File: config.mk
export PLATFORM = sky130hd
export DESIGN_NAME = isp_skip_table
export DESIGN_NICKNAME = d
export VERILOG_FILES = /design/src/hw/rtl/isp_pkg.sv /design/src/hw/rtl/isp_skip_table.sv
export SDC_FILE = /design/constraint.sdc
export NUM_CORES = 2
export LEC_CHECK = 0
export ABC_AREA = 0
export BUFFER_PORTS_ARGS = -buffer_cell sky130_fd_sc_hd__buf_4
export CAP_MARGIN = 25
export CORE_MARGIN = 2
export CORE_UTILIZATION = 40
export DETAILED_ROUTE_END_ITERATION = 8
export GPL_ROUTABILITY_DRIVEN = 0
export PLACE_DENSITY = 0.58
export SETUP_SLACK_MARGIN = 0.1
export SLEW_MARGIN = 20
export SYNTH_ARGS = -nofsm -noshare
export SYNTH_HDL_FRONTEND = slang
export SYNTH_SLANG_ARGS = --single-unit
File: constraint.sdc
create_clock -name clk -period 8.32 [get_ports clk]
set_clock_uncertainty 0.05 [all_clocks]
set_input_delay 0.416 -clock clk [delete_from_list [all_inputs] [get_ports clk]]
set_output_delay 0.416 -clock clk [all_outputs]
set_load 0.05 [all_outputs]
File: src/hw/rtl/isp_pkg.sv
package isp_pkg;

    localparam int unsigned ADDR_W = 64;

    localparam logic [1:0] REQ_CLEAR = 2'd0;
    localparam logic [1:0] REQ_ADD   = 2'd1;
    localparam logic [1:0] REQ_PRUNE = 2'd2;

    typedef enum logic [2:0] {
        ST_IDLE,
        ST_FETCH,
        ST_PIECE,
        ST_RIGHT,
        ST_NEXT,
        ST_EMIT
    } state_t;

    // Outcome of testing one work piece against one skip range.
    typedef struct packed {
        logic keep;
        logic left;
        logic right;
    } cmp_t;

endpackage

File: src/hw/rtl/isp_skip_table.sv
module isp_skip_table #(
    parameter int unsigned DEPTH = 32,
    parameter int unsigned AW    = 5
) (
    input  logic                       clk,
    input  logic                       wr_en,
    input  logic [AW-1:0]              wr_addr,
    input  logic [isp_pkg::ADDR_W-1:0] wr_start,
    input  logic [isp_pkg::ADDR_W-1:0] wr_end,
    input  logic                       rd_en,
    input  logic [AW-1:0]              rd_addr,
    output logic [isp_pkg::ADDR_W-1:0] rd_start,
    output logic [isp_pkg::ADDR_W-1:0] rd_end
);

    logic [isp_pkg::ADDR_W-1:0] start_mem [DEPTH];
    logic [isp_pkg::ADDR_W-1:0] end_mem   [DEPTH];

    always_ff @(posedge clk)
    begin
        if (wr_en)
        begin
            start_mem[wr_addr] <= wr_start;
            end_mem[wr_addr]   <= wr_end;
        end
    end

    always_ff @(posedge clk)
    begin
        if (rd_en)
        begin
            rd_start <= start_mem[rd_addr];
            rd_end   <= end_mem[rd_addr];
        end
    end

endmodule

# Word-level counts from Yosys, hierarchy flattened
# Memory sizes are Yosys's and may differ from the RTL's. A register that Yosys moved wholly into a read port is not among the register bits.
# Cells that the tools add are included.
[op_classes]
mux = 2
[op_table]
columns = ["operator", "count"]
rows = [
  ["1-bit 2-to-1 mux", 2],
]
[word_totals]
ff_bits = 0
mem_bits_rw = 4096
output_inout_bits = 128
word_cells = 4
mem_count = 2
[mem_list]
columns = ["name", "depth", "width", "rd", "rd_ports_with_merged_regs", "write_ports", "line_no", "text"]
rows = [
  ["end_mem", 32, 64, 1, 1, 1, "isp_skip_table.sv:17", "logic [isp_pkg::ADDR_W-1:0] end_mem [DEPTH];"],
  ["start_mem", 32, 64, 1, 1, 1, "isp_skip_table.sv:16", "logic [isp_pkg::ADDR_W-1:0] start_mem [DEPTH];"],
]

# Logic depth before layout (Yosys ltp)
[logic_depth]
word_depth = 2
depth_mapped = 9

# Least setup slack after synthesis
# No wires, ideal clock.
[synth_timing]
path_kind = "in2reg"
start = "in wr_addr[1]"
end = "mem end_mem[12][0] in the netlist's numbering (enable)"
setup_time_ns = 0.617
arrival_ns = 6.398
required_time_ns = 7.653
setup_slack_ns = 1.255
path_stages = 3
path_cell_list = "or3b_2 -> clkbuf_1 -> nor2_1"
[synth_rtl]
columns = ["item", "line_no", "text"]
rows = [
  ["start, declared", "isp_skip_table.sv:7", "input logic [AW-1:0] wr_addr,"],
  ["end, declared", "isp_skip_table.sv:17", ""],
]
# Straight into the memory's write port.

# Worst setup path after layout
[layout_timing]
start = "in wr_addr[0]"
end = "mem end_mem[14][3] in the netlist's numbering (enable)"
# Straight into the memory's write port.

==> impl_metrics.prom <==
# TYPE chip_impl_metric gauge
chip_impl_info{name="status",value="completed"} 1
chip_impl_metric{name="timing.max_slew.rel_slack",unit="%"} 26.66
chip_impl_metric{name="cts_max_level",unit=""} 5
chip_impl_info{name="tritoncts_clock_tree",value="yes"} 1
chip_impl_metric{name="number_of_cts_inserted_buffers",unit=""} 430
chip_impl_info{name="most_common_cell_after_layout_fill_and_taps_aside",value="edfxtp_1"} 1
chip_impl_metric{name="area_overhead_of_the_layout_relative_to_synthesis",unit="%"} 15.08
chip_impl_metric{name="routed_wire_length_per_instance",unit="µm"} 33.56
chip_impl_metric{name="routed-wl-met2",unit="mm"} 216.9
chip_impl_metric{name="grt_usage",unit="%"} 21.09
chip_impl_metric{name="clock_path_buffers",unit=""} 4
chip_impl_metric{name="drtAntennaViolNets",unit=""} 0
chip_impl_metric{name="fillerInstances",unit=""} 31800
chip_impl_metric{name="cp_max_fo",unit=""} 63
chip_impl_metric{name="worst_ep_required",unit="ps"} 8850
chip_impl_metric{name="nets",unit=""} 7235
chip_impl_metric{name="combPwrFrac",unit="%"} 4.9
chip_impl_metric{name="drtPass1Iterations",unit=""} 5
chip_impl_metric{name="ff_latch_area",unit="mm²"} 0.1268
chip_impl_metric{name="dr_wl_met3",unit="mm"} 26.97
chip_impl_metric{name="final-hold-violation-count",unit=""} 0
chip_impl_metric{name="clock_sinks",unit=""} 4224
chip_impl_info{name="startpoint",value="wr_addr[0]"} 1
chip_impl_metric{name="clock_power_share",unit="%"} 41.5
chip_impl_metric{name="pwr_density_cell",unit="mW/mm²"} 247.3
chip_impl_metric{name="ys_seq_elements",unit=""} 4224
chip_impl_info{name="min-delay-start",value="wr_addr[2]"} 1
chip_impl_metric{name="p_seq_share",unit="%"} 53.6
chip_impl_metric{name="post-route-min-period",unit="ps"} 2905
chip_impl_metric{name="vias_in_the_first_global_route",unit=""} 75980
chip_impl_metric{name="postCtsResizedCells",unit=""} 0
chip_impl_metric{name="num_rows",unit=""} 229
chip_impl_metric{name="setup_viol",unit=""} 0
chip_impl_metric{name="total_power",unit="mW"} 44.56
chip_impl_info{name="rsz0062_at_grt",value="false"} 1
chip_impl_metric{name="postSynthAreaPerCell",unit="µm²"} 24.31
chip_impl_metric{name="grt_antenna_before_repair",unit=""} 50
chip_impl_info{name="layout.cells.most_common_list",value="edfxtp_1, mux4_2, o22ai_1"} 1
chip_impl_metric{name="timing.max_cap.violations",unit=""} 0
chip_impl_metric{name="share_of_post_route_cells_with_drive_strength_above_1",unit="%"} 27.19
chip_impl_info{name="hold_path_class",value="primary input to register"} 1
chip_impl_metric{name="grt_start_max_net_pins",unit=""} 142
chip_impl_info{name="worst_r2r_startpoint",value="end_mem[23][21]"} 1
chip_impl_metric{name="worst_hold_slack",unit="ps"} 146.6
chip_impl_metric{name="stdcell_area",unit="mm²"} 0.1802
chip_impl_info{name="synth_top_flop_cell",value="edfxtp_1"} 1
chip_impl_metric{name="grt-ovfl-total",unit=""} 0
chip_impl_info{name="setup_cp_type",value="primary input to register"} 1
chip_impl_metric{name="drv_slew",unit=""} 0
chip_impl_metric{name="drt-met1-wl",unit="mm"} 169.8
chip_impl_metric{name="die_h",unit="µm"} 629.6
chip_impl_metric{name="fp.dieW",unit="µm"} 629.6
chip_impl_metric{name="detailed_route_vias_per_instance",unit=""} 5.873
chip_impl_metric{name="synth_fp_nets",unit=""} 6581
chip_impl_metric{name="clock_insertion_delay_worst_skew",unit="ps"} 970
chip_impl_info{name="worstSetupStartpointType",value="primary input"} 1
chip_impl_metric{name="synthesized_instance_count",unit=""} 6440
chip_impl_metric{name="ios",unit=""} 269
chip_impl_metric{name="first_pass_grt_wire_length",unit="mm"} 593.9
chip_impl_metric{name="synth_enable_flop_cells",unit=""} 4224
chip_impl_metric{name="port_buffers",unit=""} 268
chip_impl_metric{name="synth_cell_type_count",unit=""} 27
chip_impl_metric{name="leakage",unit="nW"} 55.67
chip_impl_info{name="clock-root-buffer",value="clkbuf_16"} 1
chip_impl_metric{name="netSwitchingFraction",unit="%"} 21.34
chip_impl_info{name="top_layer_used",value="met5"} 1
chip_impl_metric{name="worst_slew_pin_slew",unit="ps"} 1100
chip_impl_metric{name="internal_power",unit="mW"} 35.05
chip_impl_metric{name="peak_clock_frequency_supported_by_timing",unit="MHz"} 344.3
chip_impl_metric{name="worstPathArrival",unit="ps"} 3430
chip_impl_metric{name="reg2reg_setup_slack",unit="ps"} 6390
chip_impl_metric{name="design.core.area",unit="mm²"} 0.3894
chip_impl_metric{name="multiInputGateArea",unit="mm²"} 0.02806
chip_impl_metric{name="drt-total-wl",unit="mm"} 424.7
chip_impl_metric{name="fp.dieArea",unit="mm²"} 0.3964
chip_impl_metric{name="ys.warnings.count",unit=""} 0
chip_impl_metric{name="synth-seq-area-share",unit="%"} 81.03
chip_impl_metric{name="vdd_ir_drop_max",unit="V"} 0.0001951
chip_impl_metric{name="synth-async-reset-ratio",unit="%"} 0
chip_impl_metric{name="detail_route.iter0.violations",unit=""} 8500
chip_impl_metric{name="postPlaceCellArea",unit="mm²"} 0.1654
chip_impl_metric{name="detailedPlacementHpwl",unit="mm"} 204.4
chip_impl_metric{name="total_switching_power",unit="mW"} 9.510
chip_impl_metric{name="drc_errors",unit=""} 0
chip_impl_metric{name="totalNegativeSetupSlack",unit="ps"} 0
chip_impl_metric{name="post_synth_instance_area",unit="mm²"} 0.1565
chip_impl_metric{name="clkSlewWorstSetupHoldPaths",unit="ps"} 60
chip_impl_metric{name="floorplan.initialDensity",unit="%"} 40.20
chip_impl_metric{name="route.vias.total",unit=""} 74320
chip_impl_info{name="endpoint_kind",value="register"} 1
chip_impl_metric{name="layout.cells.non_filler",unit=""} 12660
chip_impl_metric{name="fin_crit_sh",unit="%"} 34.91
chip_impl_metric{name="placedCellCount",unit=""} 11730
==> final timing paths <==
check                           end  cells after the start
hold / removal    start_mem[19][33]                      3
setup reg to reg         rd_end[21]                      3
hold reg to reg        rd_start[11]                      3
setup / recovery     end_mem[14][3]                      5
==> Yosys cell counts (2+ instances only) <==
cell	count	area share, %
edfxtp_1	4224	81
mux4_2	956	14
o22ai_1	444	1.8
mux2i_1	136	0.87
buf_2	113	0.36
nor4_1	111	0.44
clkbuf_1	108	0.26
a22oi_1	102	0.49
buf_4	67	0.32
nand3_1	37	0.12
nor2_1	35	0.084
buf_6	30	0.22
buf_1	25	0.060
nand4_1	17	0.068
clkbuf_4	9	0.043
nand3b_1	6	0.029
nand2_1	4	0.0096
or3b_2	4	0.022
nor2b_1	3	0.012
or3_1	2	0.0080
==> worst max-delay path: stages <==
cell,delay (ps)
buf_4,130
nand3b_1,680
nor2_4,760
buf_12,600
buf_4,640
==> flip-flops by register name (all words and copies together), names as in the netlist <==
signal     count
rd_end        64
rd_start      64
end_mem     2048
start_mem   2048
==> cell families after synthesis <==
family                 after synthesis  synth area share [%]
buffers and inverters              352                 1.260
multiplexers                      1092                 14.62
AO/OA/AOI/OAI                      546                 2.264
flip-flops                        4224                 81.03
AND/OR/NAND/NOR                    226                0.8249
==> per-stage QoR <==
step / setup slack, ps / utilization [%]
6_report: 5415 / 46.27
5_1_grt: 5241 / 46.26
4_1_cts: 5464 / 46.25
3_5_place_dp: 4412 / 42.48
3_3_place_gp: 4419 / 42.46
2_1_floorplan: 1255 / -
==> routing by layer <==
| metal | global-route usage [%] | up-vias |
|---|---|---|
| li1 | - | 29500 |
| met1 | 28.33 | 41290 |
| met2 | 36.29 | 2875 |
| met3 | 3.026 | 631 |
| met4 | 5.270 | 28 |
| met5 | 0 | - |
==> power by group through the flow <==
stage	combinational, mW	clock, mW	sequential, mW
final	2.19	18.5	23.9
after detailed placement	2.15	0	24.3
after global routing	2.31	19.7	23.9
after global placement	2.12	0	24.3
after floorplan	1.04	0	24.5
after CTS	2.22	18.8	23.9
==> cell type report <==
cell class	instances	share of cell area (%)
repair buffers	574	2.949
well taps	5197	3.609
clock buffers	544	6.328
flip-flops and latches	4224	70.41
diodes	12	0.01667
multi-input cells	1864	15.57
clock inverters	241	1.114
==> timing repair <==
action                                  in CTS  in global routing
hold endpoints to repair                  4121                  0
endpoints found under the setup margin       0                  0
hold buffers                               129                  0
setup buffers                                0                  0
No activity file was read; power rests on OpenSTA's default activity.
