<file path="config.mk">
export PLATFORM = sky130hd
export DESIGN_NAME = isp_cmp_unit
export DESIGN_NICKNAME = d
export VERILOG_FILES = /design/src/hw/rtl/isp_pkg.sv /design/src/hw/rtl/isp_cmp_unit.sv
export SDC_FILE = /design/constraint.sdc
export NUM_CORES = 1
export LEC_CHECK = 0
export BUFFER_PORTS_ARGS = -buffer_cell sky130_fd_sc_hd__buf_4
export CORE_AREA = 5 5 94 131
export DETAILED_ROUTE_END_ITERATION = 16
export DIE_AREA = 0 0 99 136
export PLACE_DENSITY = 0.89
export SYNTH_ARGS = -nofsm -noshare
export SYNTH_HDL_FRONTEND = slang
export SYNTH_SLANG_ARGS = --single-unit
</file>
<file path="constraint.sdc">
create_clock -name vclk -period 6
set_input_delay 0.9 -clock vclk [all_inputs]
set_output_delay 0.9 -clock vclk [all_outputs]
set_load 0.01 [all_outputs]
</file>
<file path="src/hw/rtl/isp_pkg.sv">
package isp_pkg;

    localparam int unsigned ADDR_W = 64;

    localparam logic [1:0] REQ_CLEAR = 2'd0;
    localparam logic [1:0] REQ_ADD   = 2'd1;
    localparam logic [1:0] REQ_PRUNE = 2'd2;

    typedef enum logic [2:0] {
        ST_IDLE,
        ST_FETCH,
        ST_PIECE,
        ST_RIGHT,
        ST_NEXT,
        ST_EMIT
    } state_t;

    // Outcome of testing one work piece against one skip range.
    typedef struct packed {
        logic keep;
        logic left;
        logic right;
    } cmp_t;

endpackage

</file>
<file path="src/hw/rtl/isp_cmp_unit.sv">
module isp_cmp_unit (
    input  logic [isp_pkg::ADDR_W-1:0] piece_start,
    input  logic [isp_pkg::ADDR_W-1:0] piece_end,
    input  logic [isp_pkg::ADDR_W-1:0] skip_start,
    input  logic [isp_pkg::ADDR_W-1:0] skip_end,
    output isp_pkg::cmp_t              result
);

    // Empty or inverted ranges go through the same tests unchanged.
    always_comb
    begin
        result.keep  = (skip_end <= piece_start) || (skip_start >= piece_end);
        result.left  = skip_start > piece_start;
        result.right = skip_end < piece_end;
    end

endmodule

</file>
# Word level (Yosys, flattened, before mapping)

Index checks and enable logic that the tools add are counted.

Flip-flop bits (word level): 0
Input port bits: 256
Logic and storage cells: 5

Order comparisons: 4
Reduce and logical (&&, ||, !) cells: 1

Operator list:

| operator                           | number |
|---|---|
| 64-bit greater-or-equal comparator | 1 |
| 64-bit greater-than comparator     | 1 |
| 64-bit <= comparator               | 1 |
| 64-bit < comparator                | 1 |
| 1-bit logical OR                   | 1 |

# Logic depth before layout (Yosys ltp)

Gate-level depths: netlist of the first run.

Depth in word-level cells: 2
Depth in mapped cells: 9
Depth with buffers taken out: 9

# Worst setup path after synthesis of the first run

No wires, ideal clock.

Kind: input port to output port
Start point: input skip_start[0] (netlist name)
End point: output result[2] (netlist name)
Arrival: 2.659 ns
Data required time: 5.100 ns
Setup slack: 2.441 ns
Stages on the path: 9
Path through: inv_1 > ha_1 > nand2b_4 > a2111oi_4 > o31ai_2 > a2111oi_2 > o31ai_1 > a21o_1 > a211o_1

RTL lines:

| what            | line              | text |
|---|---|---|
| start, declared | isp_cmp_unit.sv:4 | `input logic [isp_pkg::ADDR_W-1:0] skip_start,` |
| end, declared   | isp_cmp_unit.sv:6 | `output isp_pkg::cmp_t result` |

==> metrics.md, run 1 <==
| Metric | Value |
|---|---|
| Final Cell Area | roughly 8000 um2 |
| PwrDens | 68.5 nW/um2 |
| Largest net degree at the start of global routing | 5 |
| Ys Warns | 0 |
| Slew Limit Fails | 0 |
| Placed inst area | roughly 8000 um2 |
| Count leader, synth | ha_1 |
| Final worst-path cycle share | 67.0% |
| Final Util | 72.2% |
| Cell Rows | 46 |
| Hold WC Path Type | in -> out |
| Worst EP arrival | 3.12 ns |
| Die Y | around 140 um |
| Max cap viols | 0 |
| Worst Tran Pin Value | approximately 0.57 ns |
| FF/Latch Area | 0 um2 |
| CP top delay family | simple AND/OR/NAND/NOR gates |
| Hold Path Sink | result[0] |
| Setup_tns | 0 ns |
| RSZ-0062 raised after global routing | false |
| Worst setup EP type | output pin |
| Final setup vio count | 0 |
| Slew HR | 61.3% |
| Hpwl dp | around 19000 um |
| Starting Density | 53.1% |
| Flip-flop and latch count | 0 |
| PortBufs | about 260 |
| DRC | 0 |
| Synth top area share | between 50% and 60% |
| Top post-synthesis cells by area | ha_1 54%, inv_1 8.3%, a21o_1 8.0%, a21oi_1 7.3%, nand4_1 5.4% |
| Congestion Overflow GR | 0 |
| Placed Cells | 1166 |
| Postcts setup bufs | 0 |
| Critical Path Stages | 10 |
| Worst Hold Launch | skip_end[63] |
| Yosys top cell by area | ha_1 |
| Crit path launch type | primary input |
| CP max stage delay | about 0.52 ns |
| Buf+Inv Stages, Crit Path | 3 |
| Initial antenna violation count | 0 |
| Number of global-route vias before repair | 6997 |
| Layout Cells excl Fill | approximately 1200 |
| Peak VDD IR | 0.0000365 V |
| Drt total wl | a little over 20000 um |
| Share of layout cells above drive strength 1 | between 20% and 30% |
| Routability Congestion | 0.926 |
| Slowest cell on crit path | nor4_1 |
| Nets | ~1500 |
| Cell depth of the worst min-delay path | 6 |
| Core area | between 10000 and 15000 um2 |
| GRT Total Usage | roughly 29% |
| Post-synthesis sequential area ratio | 0% |
| Antenna Diode Count | 0 |
| Via count | around 6700 |
| Commonest cells post-synth | 255 x ha_1, 130 x inv_1, 86 x a21oi_1, 63 x a21o_1, 51 x nand4_1 |
| ANT nets after route | 0 |
| Pre-CTS setup slack | 2.06 ns |
| CP required | ~5 ns |
| Hold_buf cts | 0 |
| Netlist Area Pre-Place | between 5000 and 6000 um2 |
| Number of unique standard cell types used by synthesis | 36 |
| Multi-input gate area | ~5400 um2 |
| Fillers | about 900 |
| Worst path cell trace | buf_4 -> inv_1 -> ha_1 -> nand4_1 -> nor4_1 -> nand2_1 -> nor4_1 -> a2111oi_0 -> a211o_1 -> buf_4 |
| Hold Fails Final Rpt | 0 |
| Worst hold slack | around 2.3 ns |
| Total Power | ~550 uW |
| First-pass DRT Iterations | 4 |
| Syn avg cell area | approximately 7.7 um2 |
| Fmax | 249 MHz |
| Synth Instances | about 760 |
| Layout area overhead | 36.0% |
| Lkg Pwr | 4.84 nW |
| Avg WL per Cell | between 15 and 20 um |
| # IOs | between 200 and 300 |
| 1st-iter DRT viols | about 160 |
| Final WS setup | ~2 ns |
| Critical Path Fanout Max | 3 |
| Die Span X | slightly below 100 um |
| Die area | around 13000 um2 |
| Post-CTS Resized | 0 |
| Drt via density | 5.72 |
| First-pass GRT wire length | around 32000 um |
| Syn Nets | around 1300 |
| CP Class | in -> out |
| Status | finished clean |
| Clock buf count | 0 |
| Final min period | roughly 4.0 ns |
[metal layers]
layer / part of all wire, % / track usage (%) / routed length [um]
met5: 0 / 0 / 0
met4: 6.8 / 16.6 / 1390
met3: 6.8 / 3.80 / 1400
met2: 52 / 56.2 / 10700
met1: 34 / 28.6 / 6970
[power breakdown]
group | leakage [nW] | internal [mW] | switching (mW)
Sequential | 0 | 0 | 0
Combinational | 4.84 | 0.282 | 0.267
Clock | 0 | 0 | 0
Total | 4.84 | 0.282 | 0.267
[worst min-delay path: stages]
cell,delay (ns)
buf_4,0.09
ha_1,0.12
a21oi_1,0.04
nand4_1,0.08
a31oi_1,0.05
buf_4,0.15
[worst max-delay path by stage]
| stage | slack, ns | to | startpoint |
|---|---|---|---|
| finish | 1.98 | result[2] | piece_start[39] |
| floorplan | 2.44 | result[2] | skip_start[0] |
| global route | 1.86 | result[2] | piece_start[33] |
| global placement | 2.06 | result[2] | piece_start[39] |
| detailed placement | 2.06 | result[2] | piece_start[39] |
| CTS | 2.03 | result[2] | piece_start[39] |
[cells by family (layout without fill, tap and decap cells)]
group / count (synthesis) / count (layout) / synth area share, %
AND/OR/NAND/NOR: 159 / 159 / 13.7
buffers and inverters: 130 / 389 / 8.28
AO/OA/AOI/OAI: 219 / 219 / 23.9
adder cells (fa/ha/maj): 255 / 255 / 54.1
[cell type report]
class / instances / share of cell area (%)
Inverter: 130 / 6.08
Multi-Input combinational cell: 633 / 67.4
Tap cell: 144 / 2.25
Timing Repair Buffer: 259 / 24.2
[placed cells by master, fill, tap and decap left out, types with 3 or more instances in the layout]
master,synthesis,routed
o21ai_0,28,28
inv_1,130,130
nor4_1,8,8
nor3_1,8,8
nand2_1,44,44
a21oi_1,86,86
a21o_1,63,63
a221oi_1,3,3
nand2b_1,3,3
a31oi_1,3,3
nor2b_1,3,3
buf_4,0,259
a211oi_1,9,9
o211ai_1,4,4
nor2_1,24,24
nand3_1,13,13
ha_1,255,255
o21a_1,5,5
nand4_1,51,51
a2111oi_0,3,3
Power figures use the tool's default switching activity.
==> inputs of run 2 (changes only) <==
Settings changed: CORE_AREA 5 5 94 131 to 5 5 102 142, DIE_AREA 0 0 99 136 to 0 0 107 147, PLACE_DENSITY 0.89 to 0.8.
Clock period 6 ns to 3.4 ns, I/O delays scaled along.
==> metrics.md, run 2 (synthesis gave the netlist of run 1 again) <==
| Metric | Value |
|---|---|
| Status | finished clean (unchanged) |
| P_sw | 462 uW (was 267 uW) |
| Die area | 15700 um2 (was 13500 um2) |
| CP Class | in -> out (unchanged) |
| Fillers | 1224 (was 896) |
| Layout area overhead | 36.4% (was 36.0%) |
| GRT Total Usage | 24.6% (was 28.9%) |
| Final setup vio count | 0 (unchanged) |
| Switching share of power | 48.2% (was 48.6%) |
| RSZ-0062 raised after global routing | false (unchanged) |
| Fmax | roughly 310 MHz |
| Postcts setup bufs | 0 (unchanged) |
| Crit path launch type | primary input (unchanged) |
| Post-CTS Resized | 0 (unchanged) |
| Worst path cell trace | buf_4 -> inv_1 -> ha_1 -> a21o_1 -> nand3_1 -> a21oi_1 -> a2111oi_0 -> a41oi_1 -> a2111oi_0 -> a211o_1 -> buf_4 (was buf_4 -> inv_1 -> ha_1 -> nand4_1 -> nor4_1 -> nand2_1 -> nor4_1 -> a2111oi_0 -> a211o_1 -> buf_4) |
| Largest net degree at the start of global routing | 5 (unchanged) |
| Routability Congestion | 0.922 (was 0.926) |
| Antenna Diode Count | 0 (unchanged) |
| CP max stage delay | 0.59 ns (was 0.52 ns) |
| Hold WC Path Type | in -> out (unchanged) |
| PortBufs | 259 (unchanged) |
| Hold Fails Final Rpt | 0 (unchanged) |
| Lkg Pwr | 4.85 nW (was 4.84 nW) |
| Die Y | 147 um (was 136 um) |
| CP required | 2.89 ns (was 5.10 ns) |
| Hold_buf cts | 0 (unchanged) |
| Via count | 6541 (was 6667) |
| Slowest cell on crit path | a2111oi_0 (was nor4_1) |
| Worst Tran Pin Value | 0.663 ns (was 0.566 ns) |
| Final min period | ~3.2 ns |
| Most common cell after layout, fill and taps aside | buf_4 (unchanged) |
| PwrDens | 119 nW/um2 (was 68.5 nW/um2) |
| Clock buf count | 0 (unchanged) |
| Congestion Overflow GR | 0 (unchanged) |
| Worst setup EP type | output pin (unchanged) |
| FF/Latch Area | 0 um2 (unchanged) |
| First-pass GRT wire length | 32000 um (was 31600 um) |
| Hpwl dp | 19200 um (was 19400 um) |
| Final worst-path cycle share | between 90% and 100% |
| Share of layout cells above drive strength 1 | 25.9% (was 25.8%) |
| # IOs | 259 (unchanged) |
| Die Span X | 107 um (was 99 um) |
| Max cap viols | 0 (unchanged) |
| Drt via density | 5.55 (was 5.72) |
| DRC | 0 (unchanged) |
| Cell Rows | 50 (was 46) |
| Peak VDD IR | 0.0000598 V (was 0.0000365 V) |
| Drt total wl | 20000 um (was 20500 um) |
| Slew HR | 54.6% (was 61.3%) |
| ANT nets after route | 0 (unchanged) |
| Initial antenna violation count | 0 (unchanged) |
| Core area | 13100 um2 (was 11100 um2) |
| Flop pwr share | 0% (about the same) |
| Worst EP arrival | 2.71 ns (was 3.12 ns) |
| Avg WL per Cell | 17.0 um (was 17.6 um) |
| Most frequent cells in the layout | 260 x buf_4, 255 x ha_1, 130 x inv_1, 86 x a21oi_1, 63 x a21o_1 (was 259 x buf_4, 255 x ha_1, 130 x inv_1, 86 x a21oi_1, 63 x a21o_1) |
| First-pass DRT Iterations | 4 (unchanged) |
| 1st-iter DRT viols | 159 (was 156) |
| Internal | 496 uW (was 282 uW) |
| Starting Density | 44.9% (was 53.1%) |
| Nets | 1536 (was 1535) |
| Flip-flop and latch count | 0 (unchanged) |
| Total Power | 958 uW (was 549 uW) |
| Comb power frac | 100.0% (about the same) |
| Clock share of power | 0% (about the same) |
| Number of global-route vias before repair | 7211 (was 6997) |
| Critical Path Fanout Max | 2 (was 3) |
| Setup_tns | 0 ns (unchanged) |
| Slew Limit Fails | 0 (unchanged) |
==> run 2: changes by cell type in the layout (fill, tap and decap cells not counted), sizes merged <==
cell,before,now
buf,259,260
==> run 2: layout make-up <==
class,instances,area [um2],area share (%)
timing repair buffer,260,1950,24.3
multi-input combinational,633,5410,67.2
inverter,130,488,6.07
tap,156,195,2.43
==> run 2: through the flow <==
step	area, um2	hold WS [ns]	setup slack [ns]	utilization [%]	std cells
6_report	8040	1.57	0.178	61.2	1179
5_1_grt	8040	1.62	0.00398	61.2	1179
4_1_cts	8040	1.58	0.127	61.2	1179
3_5_place_dp	8040	1.58	0.145	61.2	1179
3_3_place_gp	8040	1.58	0.245	61.2	1179
2_1_floorplan	5900	1.29	0.621	-	763
==> run 2: final timing paths <==
path                       startpoint         to  slack, ns  cells after the start
worst max-delay path  piece_start[33]  result[2]       0.18                     11
worst min-delay path     skip_end[63]  result[0]       1.57                      6
==> run 2: power by group through the flow <==
stage | registers, mW | logic (mW) | clock network (mW)
floorplan | 0 | 0.523 | 0
global placement | 0 | 0.931 | 0
detailed placement | 0 | 0.956 | 0
CTS | 0 | 0.963 | 0
global route | 0 | 1.09 | 0
finish | 0 | 0.958 | 0
==> run 2: critical path, delay by kind of cell <==
family / cells / cell delay (ns)
adders and majority gates: 1 / 0.30
AOI/OAI and AO/OA: 6 / 1.56
buffers and inverters: 3 / 0.26
and+or+nand+nor: 1 / 0.07
==> run 2: metal layers <==
metal  GRT usage [%]  vias to the layer above  share of wire [%]
met5               0                        -                  0
met2            50.5                      217                 54
li1                -                     3369                  -
met3            3.25                       56                6.0
met1            24.1                     2899                 35
met4            9.66                        0                4.8
